## src/design/acrd_pkg.sv

```systemverilog
// Shared constants and transfer types for the Aztec center-run detector.
package acrd_pkg;

	localparam int RUN_BITS    = 12;
	localparam int POS_BITS    = RUN_BITS + 1;
	localparam int WINDOW_RUNS = 7;
	localparam int COUNT_BITS  = 4;

	localparam logic [COUNT_BITS-1:0] COUNT_MAX = '1;
	localparam logic [POS_BITS-1:0]   POS_MAX   = '1;
	localparam logic [RUN_BITS-1:0]   RUN_MAX   = '1;

	typedef struct packed {
		logic [RUN_BITS-1:0] run_length;
		logic                row_start;
	} acrd_run_t;

	typedef struct packed {
		logic                hit;
		logic [POS_BITS-1:0] center_x2;
		logic [RUN_BITS-1:0] window_width;
	} acrd_res_t;

	// Stage-one status handed from the run window to the top level.
	typedef struct packed {
		logic valid;
		logic test;
	} acrd_ctl_t;

endpackage

```

## src/design/acrd_run_window.sv

```systemverilog
// Run history shift line, row position and stage-one register of the detector.
module acrd_run_window #(
	parameter int WINDOW_RUNS = acrd_pkg::WINDOW_RUNS,
	localparam int HIST_DEPTH = WINDOW_RUNS + 2,
	localparam int LINE_DEPTH = HIST_DEPTH + 1
) (
	input  logic                                            clk,
	input  logic                                            arst_n,
	input  logic                                            take,
	input  logic                                            drain,
	input  acrd_pkg::acrd_run_t                             run,
	output acrd_pkg::acrd_ctl_t                             ctl,
	output logic [HIST_DEPTH-1:0][acrd_pkg::RUN_BITS-1:0]   hist,
	output logic [acrd_pkg::POS_BITS-1:0]                   lead_pixels
);

	logic [LINE_DEPTH-1:0][acrd_pkg::RUN_BITS-1:0] line_q;
	logic [LINE_DEPTH-1:0][acrd_pkg::RUN_BITS-1:0] line_next;
	logic [acrd_pkg::POS_BITS-1:0]                 pbo_q;
	logic [acrd_pkg::COUNT_BITS-1:0]               count_q;
	logic                                          parity_q;
	logic                                          valid_s1;
	logic                                          test_s1;

	logic [acrd_pkg::POS_BITS-1:0]   pre_pbo;
	logic [acrd_pkg::COUNT_BITS-1:0] pre_count;
	logic                            pre_parity;
	logic [acrd_pkg::POS_BITS:0]     pbo_sum;
	logic [acrd_pkg::POS_BITS-1:0]   pbo_next;
	logic [acrd_pkg::COUNT_BITS-1:0] count_next;
	logic                            test_next;

	// A row start acts on the state before this run is taken in.
	always_comb begin
		pre_pbo    = run.row_start ? '0 : pbo_q;
		pre_count  = run.row_start ? '0 : count_q;
		pre_parity = run.row_start ? 1'b0 : parity_q;
		for (int i = 0; i < HIST_DEPTH; i++) begin
			line_next[i] = run.row_start ? '0 : line_q[i+1];
		end
		line_next[LINE_DEPTH-1] = run.run_length;
	end

	assign pbo_sum    = {1'b0, pre_pbo} + (acrd_pkg::POS_BITS + 1)'(line_next[0]);
	assign pbo_next   = pbo_sum[acrd_pkg::POS_BITS] ? acrd_pkg::POS_MAX
		: pbo_sum[acrd_pkg::POS_BITS-1:0];
	assign count_next = (pre_count == acrd_pkg::COUNT_MAX) ? pre_count
		: pre_count + acrd_pkg::COUNT_BITS'(1);
	assign test_next  = pre_parity && (pre_count >= acrd_pkg::COUNT_BITS'(HIST_DEPTH));

	always_ff @(posedge clk or negedge arst_n) begin
		if (!arst_n) begin
			line_q   <= '0;
			pbo_q    <= '0;
			count_q  <= '0;
			parity_q <= 1'b0;
			valid_s1 <= 1'b0;
			test_s1  <= 1'b0;
		end else begin
			if (take) begin
				line_q   <= line_next;
				pbo_q    <= pbo_next;
				count_q  <= count_next;
				parity_q <= ~pre_parity;
				valid_s1 <= 1'b1;
				test_s1  <= test_next;
			end else if (drain) begin
				valid_s1 <= 1'b0;
			end
		end
	end

	// The oldest line entries are the history as it stood when the run arrived.
	assign hist        = line_q[HIST_DEPTH-1:0];
	assign lead_pixels = pbo_q;
	assign ctl.valid   = valid_s1;
	assign ctl.test    = test_s1;

endmodule

```

## src/design/acrd_match_eval.sv

```systemverilog
// Center-window match test and result fields for one stage-one item.
module acrd_match_eval #(
	parameter int WINDOW_RUNS = acrd_pkg::WINDOW_RUNS,
	localparam int HIST_DEPTH = WINDOW_RUNS + 2
) (
	input  logic [HIST_DEPTH-1:0][acrd_pkg::RUN_BITS-1:0] hist,
	input  logic [acrd_pkg::POS_BITS-1:0]                 lead_pixels,
	input  logic                                          test,
	output acrd_pkg::acrd_res_t                           res
);

	localparam int PAIRS    = WINDOW_RUNS - 1;
	localparam int MID      = WINDOW_RUNS / 2;
	localparam int PAIR_W   = acrd_pkg::RUN_BITS + 1;
	localparam int SCALE_W  = acrd_pkg::RUN_BITS + 3;
	localparam int SUM_W    = acrd_pkg::RUN_BITS + $clog2(WINDOW_RUNS + 1);
	localparam int POSSUM_W = acrd_pkg::POS_BITS + $clog2(MID + 1);
	localparam int CX_W     = POSSUM_W + 1;

	logic [PAIR_W-1:0]   pair_sum [PAIRS];
	logic [PAIR_W-1:0]   lo;
	logic [PAIR_W-1:0]   hi;
	logic [SCALE_W-1:0]  hi_x3;
	logic [SCALE_W-1:0]  lo_x4p3;
	logic [PAIR_W-1:0]   mid_run;
	logic                ratio_ok;
	logic                lead_ok;
	logic                trail_ok;
	logic                match;
	logic [POSSUM_W-1:0] pos;
	logic [CX_W-1:0]     cx2;
	logic [SUM_W-1:0]    width_sum;

	always_comb begin
		for (int i = 0; i < PAIRS; i++) begin
			pair_sum[i] = PAIR_W'(hist[i+1]) + PAIR_W'(hist[i+2]);
		end
		lo = pair_sum[0];
		hi = pair_sum[0];
		for (int i = 1; i < PAIRS; i++) begin
			if (pair_sum[i] < lo) lo = pair_sum[i];
			if (pair_sum[i] > hi) hi = pair_sum[i];
		end
	end

	// hi <= floor(4*lo/3) + 1 holds exactly when 3*hi <= 4*lo + 3.
	assign hi_x3    = (SCALE_W'(hi) << 1) + SCALE_W'(hi);
	assign lo_x4p3  = (SCALE_W'(lo) << 2) + SCALE_W'(3);
	assign ratio_ok = (hi_x3 <= lo_x4p3);

	assign mid_run  = PAIR_W'(hist[MID+1]);
	assign lead_ok  = mid_run <= PAIR_W'(hist[0]) + PAIR_W'(2);
	assign trail_ok = mid_run <= PAIR_W'(hist[HIST_DEPTH-1]) + PAIR_W'(2);
	assign match    = test && ratio_ok && lead_ok && trail_ok;

	always_comb begin
		pos       = POSSUM_W'(lead_pixels);
		width_sum = '0;
		for (int i = 1; i <= MID; i++) begin
			pos = pos + POSSUM_W'(hist[i]);
		end
		for (int i = 1; i <= WINDOW_RUNS; i++) begin
			width_sum = width_sum + SUM_W'(hist[i]);
		end
	end

	assign cx2 = {pos, 1'b0} + CX_W'(hist[MID+1]);

	always_comb begin
		res.hit          = match;
		res.center_x2    = '0;
		res.window_width = '0;
		if (match) begin
			res.center_x2 = (cx2 > CX_W'(acrd_pkg::POS_MAX)) ? acrd_pkg::POS_MAX
				: cx2[acrd_pkg::POS_BITS-1:0];
			res.window_width = (width_sum > SUM_W'(acrd_pkg::RUN_MAX)) ? acrd_pkg::RUN_MAX
				: width_sum[acrd_pkg::RUN_BITS-1:0];
		end
	end

endmodule

```

## src/design/aztec_center_run_detector.sv

```systemverilog
// Top level of the Aztec center-run detector: handshakes, result register, checks.
// Path: an accepted run passes through the stage-one register and then the result register.
// Throughput: one run per cycle while the result side does not stall; the stage-one
//   register and the result register form a two-deep path, so one stalled result
//   still lets one more run enter before run_stall rises.
// Reset (arst_n low, asynchronous): history, run count, parity and position clear,
//   both stages empty; the first run after reset is treated as the start of a row.
module aztec_center_run_detector #(
	parameter int WINDOW_RUNS = acrd_pkg::WINDOW_RUNS
) (
	input  logic                clk,
	input  logic                arst_n,
	input  logic                run_valid,
	output logic                run_stall,
	input  acrd_pkg::acrd_run_t run_item,
	output logic                res_valid,
	input  logic                res_stall,
	output acrd_pkg::acrd_res_t res_item
);

	localparam int HIST_DEPTH = WINDOW_RUNS + 2;

	acrd_pkg::acrd_ctl_t                           ctl;
	logic [HIST_DEPTH-1:0][acrd_pkg::RUN_BITS-1:0] hist;
	logic [acrd_pkg::POS_BITS-1:0]                 lead_pixels;
	acrd_pkg::acrd_res_t                           eval_res;

	logic                res_valid_q;
	acrd_pkg::acrd_res_t res_item_q;
	logic                res_free;
	logic                move;
	logic                run_take;

	// The result register can load when empty or when its transfer completes now.
	assign res_free  = !res_valid_q || !res_stall;
	// Advance stage one into the result register.
	assign move      = ctl.valid && res_free;
	// Hold the input only when stage one is full and cannot drain.
	assign run_stall = ctl.valid && !res_free;
	assign run_take  = run_valid && !run_stall;

	// Shift the run into the history and register the window state.
	acrd_run_window #(
		.WINDOW_RUNS(WINDOW_RUNS)
	) u_window (
		.clk        (clk),
		.arst_n     (arst_n),
		.take       (run_take),
		.drain      (move),
		.run        (run_item),
		.ctl        (ctl),
		.hist       (hist),
		.lead_pixels(lead_pixels)
	);

	// Test the window that ended two runs back and build the result fields.
	acrd_match_eval #(
		.WINDOW_RUNS(WINDOW_RUNS)
	) u_eval (
		.hist       (hist),
		.lead_pixels(lead_pixels),
		.test       (ctl.test),
		.res        (eval_res)
	);

	always_ff @(posedge clk or negedge arst_n) begin
		if (!arst_n) begin
			res_valid_q <= 1'b0;
		end else begin
			if (move) begin
				res_valid_q <= 1'b1;
			end else if (!res_stall) begin
				// Drop the result once its transfer completes.
				res_valid_q <= 1'b0;
			end
		end
	end

	// Result payload needs no reset; it is qualified by res_valid_q.
	always_ff @(posedge clk) begin
		if (move) begin
			res_item_q <= eval_res;
		end
	end

	assign res_valid = res_valid_q;
	assign res_item  = res_item_q;

	// A result without a hit carries zero fields.
	a_miss_zero: assert property (@(posedge clk) disable iff (!arst_n)
		res_valid_q && !res_item_q.hit |-> res_item_q.center_x2 == '0
			&& res_item_q.window_width == '0)
		else $error("miss result with nonzero fields");

	// A run that starts a row never triggers a window test.
	a_row_start_no_test: assert property (@(posedge clk) disable iff (!arst_n)
		run_take && run_item.row_start |=> !ctl.test)
		else $error("window test armed on row start");

	// The input side stalls only while stage one is occupied and blocked.
	a_stall_cause: assert property (@(posedge clk) disable iff (!arst_n)
		run_stall |-> ctl.valid && res_valid_q && res_stall)
		else $error("input stalled without a blocked result");

	// An item that leaves stage one shows up in the result register.
	a_move_lands: assert property (@(posedge clk) disable iff (!arst_n)
		move |=> res_valid_q)
		else $error("stage-one item lost on the way to the result register");

endmodule
```

## config.mk

```make
export PLATFORM = sky130hd
export DESIGN_NAME = aztec_center_run_detector
export DESIGN_NICKNAME = d
export VERILOG_FILES = /design/src/design/acrd_pkg.sv /design/src/design/acrd_run_window.sv /design/src/design/acrd_match_eval.sv /design/src/design/aztec_center_run_detector.sv
export SDC_FILE = /design/constraint.sdc
export NUM_CORES = 1
export LEC_CHECK = 0
export BUFFER_PORTS_ARGS = -buffer_cell sky130_fd_sc_hd__buf_4
export CAP_MARGIN = 5
export CORE_MARGIN = 2
export CORE_UTILIZATION = 55
export CTS_BUF_LIST = sky130_fd_sc_hd__clkbuf_4 sky130_fd_sc_hd__clkbuf_8 sky130_fd_sc_hd__clkbuf_16
export DETAILED_ROUTE_END_ITERATION = 16
export GPL_TIMING_DRIVEN = 0
export PLACE_DENSITY = 0.71
export SLEW_MARGIN = 10
export SYNTH_ARGS = -nofsm -noshare
export SYNTH_HDL_FRONTEND = slang
export SYNTH_SLANG_ARGS = --single-unit
```

## constraint.sdc

```tcl
create_clock -name clk -period 15.3 [get_ports clk]
set_clock_uncertainty 0.05 [all_clocks]
set_input_delay 3.825 -clock clk [delete_from_list [all_inputs] [get_ports clk]]
set_output_delay 3.825 -clock clk [all_outputs]
set_load 0.03 [all_outputs]
```

==> results of run 1 <==
-- what timing repair did --
action	CTS	global route
gates resized for setup	137	147
hold endpoints to repair	0	0
setup buffers	38	46
cloned	0	2
pin swaps	33	79
endpoints found under the setup margin	26	26
-- critical path: cells and delay by family (launching register included) --
kind,cells,cell delay [ns]
AOI/OAI and AO/OA,30,6.33
xor gates and xnor gates,1,0.11
adders and majority gates,10,2.74
buffers and inverters,11,1.47
DFF,1,0.44
muxes,1,0.23
and+or+nand+nor,20,3.45
-- through the flow --
step / setup slack [ns] / area [um^2]
3_3_place_gp: -3.66 / 20800
4_1_cts: 0.0137 / 22300
3_5_place_dp: -4.05 / 20900
6_report: 0.335 / 23400
5_1_grt: -0.113 / 23400
2_1_floorplan: 0.541 / 19900
-- kinds of logic (layout without fill, tap and decap cells) --
family	count (synthesis)	count (layout)	share of synthesized area, %
fa+ha+maj	372	372	26.1
simple gates	666	666	15.8
xor+xnor	121	121	5.33
flops	167	167	21.7
buf+inv	275	436	5.26
compound gates	687	687	23.2
mux	50	50	2.69
-- path summary, 6_finish.rpt --
kind	from	end	slack, ns	cells after the start
setup / recovery	u_window.hist[24]$_DFFE_PN0P_	res_item[13]$_SDFFCE_PN0P_	0.33	73
hold / removal	u_window.line_q[109]$_DFFE_PN0P_	u_window.line_q[109]$_DFFE_PN0P_	0.43	2
setup reg to reg	u_window.hist[24]$_DFFE_PN0P_	res_item[13]$_SDFFCE_PN0P_	0.33	73
hold reg to reg	u_window.line_q[109]$_DFFE_PN0P_	u_window.line_q[109]$_DFFE_PN0P_	0.43	2
max in group asynchronous	arst_n	u_window.hist[24]$_DFFE_PN0P_	11.04	2
min in group asynchronous	arst_n	u_window.line_q[117]$_DFFE_PN0P_	3.31	1
-- layer usage --
layer	share of wire, %	vias to the layer above
met5	0	-
met4	6.0	0
met3	6.3	211
met2	47	727
met1	41	9119
li1	-	8700
-- area by class of cell --
type	instances	area share, %
repair buffers	131	4.63
inverters	208	3.33
clock inverters	12	0.582
clock buffers	20	1.97
plain buffers	65	1.66
well taps	461	2.46
multi-input cells	1896	66.9
flip-flops and latches	167	18.4
-- cells in the mapped netlist (8+ instances only) --
library cell,instances
a2111oi_0,8
a211o_1,9
a211oi_1,28
a21o_1,70
a21oi_1,146
a221oi_1,10
a31oi_1,17
and2_1,21
and3_1,18
clkbuf_1,55
dfrtp_1,141
edfxtp_1,26
fa_1,71
ha_1,301
inv_1,208
mux2_2,27
mux2i_1,23
nand2_1,249
nand2b_1,18
nand3_1,57
nand4_1,20
nor2_1,134
nor2b_1,47
nor3_1,35
nor4_1,15
o211ai_1,17
o21a_1,68
o21ai_0,153
o21bai_1,24
o22a_1,12
o31ai_1,46
or2_2,11
or3_1,15
xnor2_1,78
xor2_1,43
-- sequential cells by signal, indices dropped and copies added, names as in the netlist --
signal and flops:
u_window.line_q 12, u_window.count_q 4, u_window.test_s1 1, u_window.hist 108, u_window.parity_q 1, u_window.lead_pixels 13, res_valid 1, res_item 26
u_window.valid_s1 1
==> flow_metrics.env, run 1 <==
export IMPL_status="finished clean"
export IMPL_dp_cells=2844
export IMPL_crit_type="reg2reg"
export IMPL_clk_latency_ns=0.44
export IMPL_synth_net_count=2727
export IMPL_drt_wl_total_um=64900
export IMPL_clock_path_buffers=2
export IMPL_cp_start_kind="register"
export IMPL_drv_slew=0
export IMPL_synth_area_leaders="ha_1, dfrtp_1, fa_1"
export IMPL_finalCritPeriodShare_pct=97.8
export IMPL_tightest_slew_ns=1.20
export IMPL_syn_inst=2338
export IMPL_fin_hold_ws_ns=0.430
export IMPL_slowest_stage="or4_1"
export IMPL_required_ns=15.56
export IMPL_initial_core_util_pct=55.9
export IMPL_clk_pin_slew_ns=0.07
export IMPL_synthArstFlopShare_pct=84.4
export IMPL_htree_num_levels=4
export IMPL_yosys_area_top_type="ha_1"
export IMPL_busiest_layer="met2"
export IMPL_antenna_left=0
export IMPL_dp_final_hpwl_um=50300
export IMPL_ys_types=75
export IMPL_antenna_found_initial=0
export IMPL_crit_fanout=8
export IMPL_fin_cells=2960
export IMPL_dieArea_um2=37700
export IMPL_multi_input_area_um2=15700
export IMPL_synth_seq_area_share_pct=21.7
export IMPL_period_minus_slack_ns=14.97
export IMPL_routed_via_count=18800
export IMPL_avgSynthCellArea_um2=8.51
export IMPL_layout_drive_gt1_share_pct=16.1
export IMPL_cp_end_kind="register"
export IMPL_numClockSinks=167
export IMPL_grt_start_max_net_pins=79
export IMPL_fillers=2970
export IMPL_ff_latch_area_um2=4320
export IMPL_gp_congestion=1.00
export IMPL_synth_top_area_share_pct=18.9
export IMPL_grtUsageMet1_pct=42.9
export IMPL_cts_tree="built"
export IMPL_ios=45
export IMPL_drc=0
export IMPL_first_pass_iters=6
export IMPL_area_growth_pct=17.7
export IMPL_dr_first_iter_drc_count=1584
export IMPL_die_x_um=194
export IMPL_finalHoldViolations=0
export IMPL_grt_pass1_vias=17800
export IMPL_hold_buffers=0
export IMPL_numPortBuffers=43
export IMPL_max_freq_mhz=66.8
export IMPL_arrival_ns=15.22
export IMPL_drv_cap=0
export IMPL_final_nets=2875
export IMPL_grt_util_all_layers_pct=33.4
export IMPL_cp_slowest_stage_delay_ns=0.53
export IMPL_hold_path_class="reg2reg"
export IMPL_relSlewSlack_pct=18.2
export IMPL_core_area_um2=35600
export IMPL_wire_per_inst_um=21.9
export IMPL_grt_use_met2_pct=55.0
export IMPL_synth_main_ff_cell="dfrtp_1"
export IMPL_synth_edf_count=26
export IMPL_via_per_inst=6.34
export IMPL_final_cell_mix="ha_1, nand2_1, inv_1, o21ai_0, dfrtp_1"
export IMPL_cts_root_buf="clkbuf_16"
export IMPL_synth_cell_area_um2=19900
export IMPL_grt_pass1_wl_um=98400
export IMPL_yosys_warnings=0
export IMPL_finalSetupViolCount=0
export IMPL_grt_overflow_total=0
export IMPL_postLayoutCoreUtil_pct=65.8
export IMPL_finalSetupTns_ns=0
export IMPL_die_height_um=194
export IMPL_ys_ff_latch=167
export IMPL_antenna_cells=0
export IMPL_final_common_cell="ha_1"
export IMPL_grtUsageMet3_pct=3.72
export IMPL_cts_buffers=17
export IMPL_rows=69
Power of run 1 is not shown: default switching activity piles up to over one toggle a cycle in this logic, so the estimate is an artifact.
==> run 2: changes to the inputs <==
MAX_ROUTING_LAYER = met4   (was default)
==> run 2 against run 1 <==
Against the previous run:
- the flow now finishes with violations (capacitance limit)
- die area is the same
- final cell count is essentially flat
- register-to-register slack lost 0.12 ns
- non-clock buffer count grew 1
- setup slack lost 0.12 ns
- fmax shrank 0.80%
- wire length grew 2.5%
- count of clock-buffer cells in the layout shrank 2
- largest cell class unchanged
==> flow_metrics.env, run 2 (synthesis gave the netlist of run 1 again) <==
export IMPL_status="finished with violations"
export IMPL_violations="capacitance limit"
export IMPL_dp_final_hpwl_um=51900
export IMPL_drt_wl_total_um=66500
export IMPL_die_x_um=194
export IMPL_critical_path_top_delay_family="compound AO/OA/AOI/OAI gates"
export IMPL_dr_first_iter_drc_count=1368
export IMPL_final_nets=2876
export IMPL_clock_path_buffers=2
export IMPL_hold_path_class="reg2reg"
export IMPL_grt_pass1_wl_um=101000
export IMPL_ios=45
export IMPL_arrival_ns=15.35
export IMPL_final_cell_mix="ha_1, nand2_1, inv_1, dfrtp_1, o21ai_0"
export IMPL_r2r_slack_ns=0.21
export IMPL_antenna_cells=0
export IMPL_dpl_cell_area_um2=20800
export IMPL_place_ws_ns=-4.24
export IMPL_htree_num_levels=4
export IMPL_worst_slack_ns=0.213
export IMPL_reg2reg_to="res_item[2]$_SDFFCE_PN0P_"
export IMPL_cts_tree="built"
export IMPL_finalCritPeriodShare_pct=98.6
export IMPL_finalHoldViolations=0
export IMPL_cp_common_cell="a21oi_2"
export IMPL_slowest_stage="or4_4"
export IMPL_final_common_cell="ha_1"
export IMPL_gp_congestion=1.01
export IMPL_core_area_um2=35600
export IMPL_grt_util_all_layers_pct=35.5
export IMPL_worstPathBufferInverterCount=12
export IMPL_finalSetupTns_ns=0
export IMPL_cts_buffers=17
export IMPL_die_height_um=194
export IMPL_fin_hold_ws_ns=0.432
export IMPL_drv_cap=1
export IMPL_numPortBuffers=43
export IMPL_layout_drive_gt1_share_pct=16.4
export IMPL_grt_pass1_vias=18200
export IMPL_cts_root_buf="clkbuf_16"
export IMPL_tightest_slew_ns=1.45
export IMPL_dieArea_um2=37700
export IMPL_period_minus_slack_ns=15.09
export IMPL_cp_start_kind="register"
export IMPL_cp_end_kind="register"
export IMPL_finish_instance_area_um2=23500
export IMPL_initial_core_util_pct=55.9
export IMPL_drv_slew=0
export IMPL_numClockSinks=167
export IMPL_first_pass_iters=6
export IMPL_min_delay_path_depth=2
export IMPL_relSlewSlack_pct=0.753
export IMPL_required_ns=15.57
export IMPL_worst_r2r_cell_count=68
export IMPL_finalSetupViolCount=0
export IMPL_area_growth_pct=18.1
export IMPL_clk_latency_ns=0.45
export IMPL_rows=69
export IMPL_crit_type="reg2reg"
export IMPL_grt_start_max_net_pins=86
export IMPL_crit_fanout=10
export IMPL_wire_per_inst_um=22.5
export IMPL_clk_pin_slew_ns=0.07
export IMPL_drc=0
export IMPL_max_freq_mhz=66.3
export IMPL_antenna_left=0
export IMPL_routed_via_count=18600
export IMPL_antenna_found_initial=0
export IMPL_largest_reg_flops=108
export IMPL_cp_slowest_stage_delay_ns=0.61
export IMPL_regToRegStartpoint="u_window.hist[46]$_DFFE_PN0P_"
export IMPL_hold_path_end="u_window.line_q[109]$_DFFE_PN0P_"
export IMPL_min_from="u_window.line_q[109]$_DFFE_PN0P_"
export IMPL_via_per_inst=6.30
export IMPL_grt_overflow_total=0
[run 2: cell types whose count changed in the layout (fill, tap and decap cells not counted), sizes merged]
cell | before | now
clkinvlp | 0 | 1
buf | 148 | 147
bufinv | 2 | 4
clkinv | 5 | 2
inv | 213 | 215
[run 2: worst min-delay path, delay by kind of cell (launching register included)]
kind	cells	cell delay (ns)
flip-flops	1	0.35
AND/OR/NAND/NOR	2	0.10
[run 2: metrics by stage]
step	std cells	util [%]
final	2961	66.0
after global routing	2961	66.0
after CTS	2921	63.2
after detailed placement	2843	58.6
after global placement	2842	58.5
after floorplan	2338	-
[run 2: metal layers]
layer	routed length (um)	GRT usage, %	up-vias
met5	0	-	-
met1	28000	44.0	9052
met2	31300	58.0	675
li1	-	-	8727
met4	3710	17.6	0
met3	3480	3.70	186
[run 2: area by class of cell]
cell class	count	area, um^2
Fill cell	2988	12100
Clock inverter	14	206
Buffer	64	407
Tap cell	461	577
Inverter	208	781
Clock buffer	18	439
Multi-Input combinational cell	1896	15700
Timing Repair Buffer	133	1110
Sequential cell	167	4320
[run 2: repair_timing]
action / CTS / global route
endpoints found under the setup margin: 26 / 26
setup buffers: 47 / 38
pin swaps: 39 / 70
gates cloned: 0 / 4
hold buffers: 0 / 0
resized for setup: 148 / 150
[run 2: worst max path at each step]
stage | from | end | slack (ns) | cells past startpoint
2_1_floorplan | u_window.hist[12]$_DFFE_PN0P_ | res_item[10]$_SDFFCE_PN0P_ | 0.54 | 68
3_3_place_gp | u_window.hist[12]$_DFFE_PN0P_ | res_item[2]$_SDFFCE_PN0P_ | -4.06 | 72
3_5_place_dp | u_window.hist[12]$_DFFE_PN0P_ | res_item[2]$_SDFFCE_PN0P_ | -4.24 | 72
4_1_cts | u_window.hist[24]$_DFFE_PN0P_ | res_item[2]$_SDFFCE_PN0P_ | 0.01 | 68
5_1_grt | u_window.hist[37]$_DFFE_PN0P_ | res_item[2]$_SDFFCE_PN0P_ | -0.19 | 70
6_report | u_window.hist[46]$_DFFE_PN0P_ | res_item[2]$_SDFFCE_PN0P_ | 0.21 | 68
Power of run 2 is left out for the same reason.
==> run 3: changes to the inputs <==
SYNTH_HIERARCHICAL = 1   (was default)
==> run 3 against run 2 <==
Against the previous run:
- the run now ends clean
- sequential share of layout area increased by 0.87 points
- non-clock buffer count is 37 higher
- global-route usage fell by 3.8 points
- core utilization down 4.8 points
- critical endpoint is now res_item[11]$_DFFE_PP_
- critical path depth increased by 5
- via count down 8.4%
- fmax grew 2.9%
- synthesized cell count fell by 3.3%
- worst hold slack gained 0.029 ns
- die area increased by 2.1%
==> flow_metrics.env, run 3 <==
export IMPL_status="finished clean"
export IMPL_synth_net_count=2651
export IMPL_antenna_found_initial=0
export IMPL_cts_root_buf="clkbuf_16"
export IMPL_antenna_left=0
export IMPL_wire_per_inst_um=21.0
export IMPL_finalSetupViolCount=0
export IMPL_numClockSinks=167
export IMPL_slowest_stage="nor4_4"
export IMPL_htree_num_levels=4
export IMPL_area_growth_pct=10.2
export IMPL_ys_ff_latch=167
export IMPL_yosysMostFrequentCell="ha_1"
export IMPL_ios=45
export IMPL_period_minus_slack_ns=14.66
export IMPL_crit_start="u_window/hist[12]$_DFFE_PN0P_"
export IMPL_via_per_inst=6.05
export IMPL_yosys_warnings=6
export IMPL_cp_start_kind="register"
export IMPL_cp_slowest_stage_delay_ns=0.48
export IMPL_dieArea_um2=38500
export IMPL_grt_pass1_wl_um=91000
export IMPL_drv_slew=0
export IMPL_drv_cap=0
export IMPL_clk_pin_slew_ns=0.07
export IMPL_regToRegStartpoint="u_window/hist[12]$_DFFE_PN0P_"
export IMPL_yosys_top_cells_count="ha_1, inv_1, dfrtp_1"
export IMPL_synth_seq_area_share_pct=21.2
export IMPL_layout_drive_gt1_share_pct=17.5
export IMPL_finalCritPeriodShare_pct=95.8
export IMPL_final_common_cell="ha_1"
export IMPL_clock_path_buffers=2
export IMPL_grt_start_max_net_pins=83
export IMPL_largest_reg_flops=108
export IMPL_cts_buffers=17
export IMPL_die_height_um=196
export IMPL_core_area_um2=36500
export IMPL_reg2reg_to="res_item[11]$_DFFE_PP_"
export IMPL_drc=0
export IMPL_synth_area_leaders="ha_1, dfrtp_1, fa_1"
export IMPL_dp_final_hpwl_um=47700
export IMPL_die_x_um=196
export IMPL_grt_util_all_layers_pct=31.7
export IMPL_arrival_ns=14.92
export IMPL_antenna_cells=0
export IMPL_avgSynthCellArea_um2=8.99
export IMPL_drt_wl_total_um=59200
export IMPL_max_freq_mhz=68.2
export IMPL_cts_tree="built"
export IMPL_worst_slack_ns=0.640
export IMPL_relSlewSlack_pct=39.8
export IMPL_routed_via_count=17100
export IMPL_r2r_slack_ns=0.64
export IMPL_numPortBuffers=44
export IMPL_required_ns=15.56
export IMPL_dr_wl_met2_um=28500
export IMPL_syn_inst=2260
export IMPL_synth_top_area_share_pct=18.2
export IMPL_finalHoldViolations=0
export IMPL_synth_edf_count=26
export IMPL_synth_cell_area_um2=20300
export IMPL_drt_met1_wl_um=25200
export IMPL_fillers=3193
export IMPL_ys_types=79
export IMPL_place_ws_ns=-2.55
export IMPL_wl_met3_um=3090
export IMPL_crit_end="res_item[11]$_DFFE_PP_"
export IMPL_tightest_slew_ns=0.891
export IMPL_clk_latency_ns=0.44
export IMPL_cp_end_kind="register"
export IMPL_initial_core_util_pct=55.6
export IMPL_gp_congestion=0.956
export IMPL_grt_pass1_vias=17000
export IMPL_multi_input_area_um2=14400
export IMPL_dr_first_iter_drc_count=1239
export IMPL_crit_fanout=10
export IMPL_cp_common_cell="ha_1"
export IMPL_final_cell_mix="ha_1, inv_1, buf_4, dfrtp_1, nor2b_1"
export IMPL_grt_overflow_total=0
export IMPL_rows=70
export IMPL_first_pass_iters=5
export IMPL_top_layer="met4"
export IMPL_yosys_area_top_type="ha_1"
export IMPL_ff_latch_area_um2=4310
export IMPL_worst_r2r_cell_count=73
export IMPL_final_nets=2731
export IMPL_synth_main_ff_cell="dfrtp_1"
export IMPL_crit_type="reg2reg"
export IMPL_synthArstFlopShare_pct=84.4
export IMPL_hold_path_class="reg2reg"
run 3: logic make-up after synthesis:
logic type      synth area share, %
xor+xnor                       5.04
simple gates                   13.2
compound gates                 19.5
mux                            5.66
fa+ha+maj                      26.0
flops                          21.2
buf+inv                        9.47
run 3: timing repair:
item	in CTS	in global routing
endpoints found under the hold margin	0	0
pin swaps	4	16
setup buffers	6	10
setup endpoints to repair	26	26
hold buffers	0	0
gates resized for setup	35	59
run 3: final cells by class:
type                       instances  share of cell area, %
tap                              468                   2.62
buffer                           172                   5.15
clock buffer                      18                   2.01
sequential                       167                   19.3
multi-input combinational       1698                   64.3
timing repair buffer              62                   2.35
inverter                         222                   3.72
clock inverter                    14                  0.570
run 3: critical path: cells and delay by family, from the launching register on:
| family | cells | cell delay (ns) |
|---|---|---|
| buffers and inverters | 12 | 1.81 |
| xor gates and xnor gates | 2 | 0.35 |
| AOI/OAI and AO/OA | 32 | 5.50 |
| and+or+nand+nor | 14 | 2.33 |
| adders and majority gates | 9 | 2.87 |
| DFF | 1 | 0.42 |
| muxes | 4 | 1.13 |
run 3: routing by layer:
metal	vias to the layer above	track usage (%)
met2	559	53.4
met4	0	11.9
met3	134	3.20
met5	-	-
met1	8302	39.7
li1	8083	-
run 3: worst min-delay path by stage:
stage	from	endpoint	slack (ns)	depth (start not counted)
floorplan	u_window/hist[36]$_DFFE_PN0P_	u_window/hist[36]$_DFFE_PN0P_	0.42	2
global placement	u_window/hist[1]$_DFFE_PN0P_	u_window/hist[1]$_DFFE_PN0P_	0.44	1
detailed placement	u_window/hist[11]$_DFFE_PN0P_	u_window/hist[11]$_DFFE_PN0P_	0.45	1
CTS	u_window/hist[5]$_DFFE_PN0P_	u_window/hist[5]$_DFFE_PN0P_	0.47	1
global route	u_window/hist[0]$_DFFE_PN0P_	u_window/hist[0]$_DFFE_PN0P_	0.48	1
finish	u_window/hist[2]$_DFFE_PN0P_	u_window/hist[2]$_DFFE_PN0P_	0.46	1
run 3: per-stage QoR:
| stage | setup TNS, ns | instance area, um^2 | utilization (%) | cells | hold WS, ns |
|---|---|---|---|---|---|
| floorplan | 0 | 20300 | - | 2260 | 0.422 |
| global placement | -52.25 | 21200 | 58.1 | 2772 | 0.440 |
| detailed placement | -64.23 | 21300 | 58.3 | 2774 | 0.448 |
| CTS | 0 | 22100 | 60.4 | 2812 | 0.466 |
| global route | -1.42 | 22400 | 61.3 | 2821 | 0.475 |
| finish | 0 | 22400 | 61.3 | 2821 | 0.462 |
Power of run 3 is left out for the same reason.
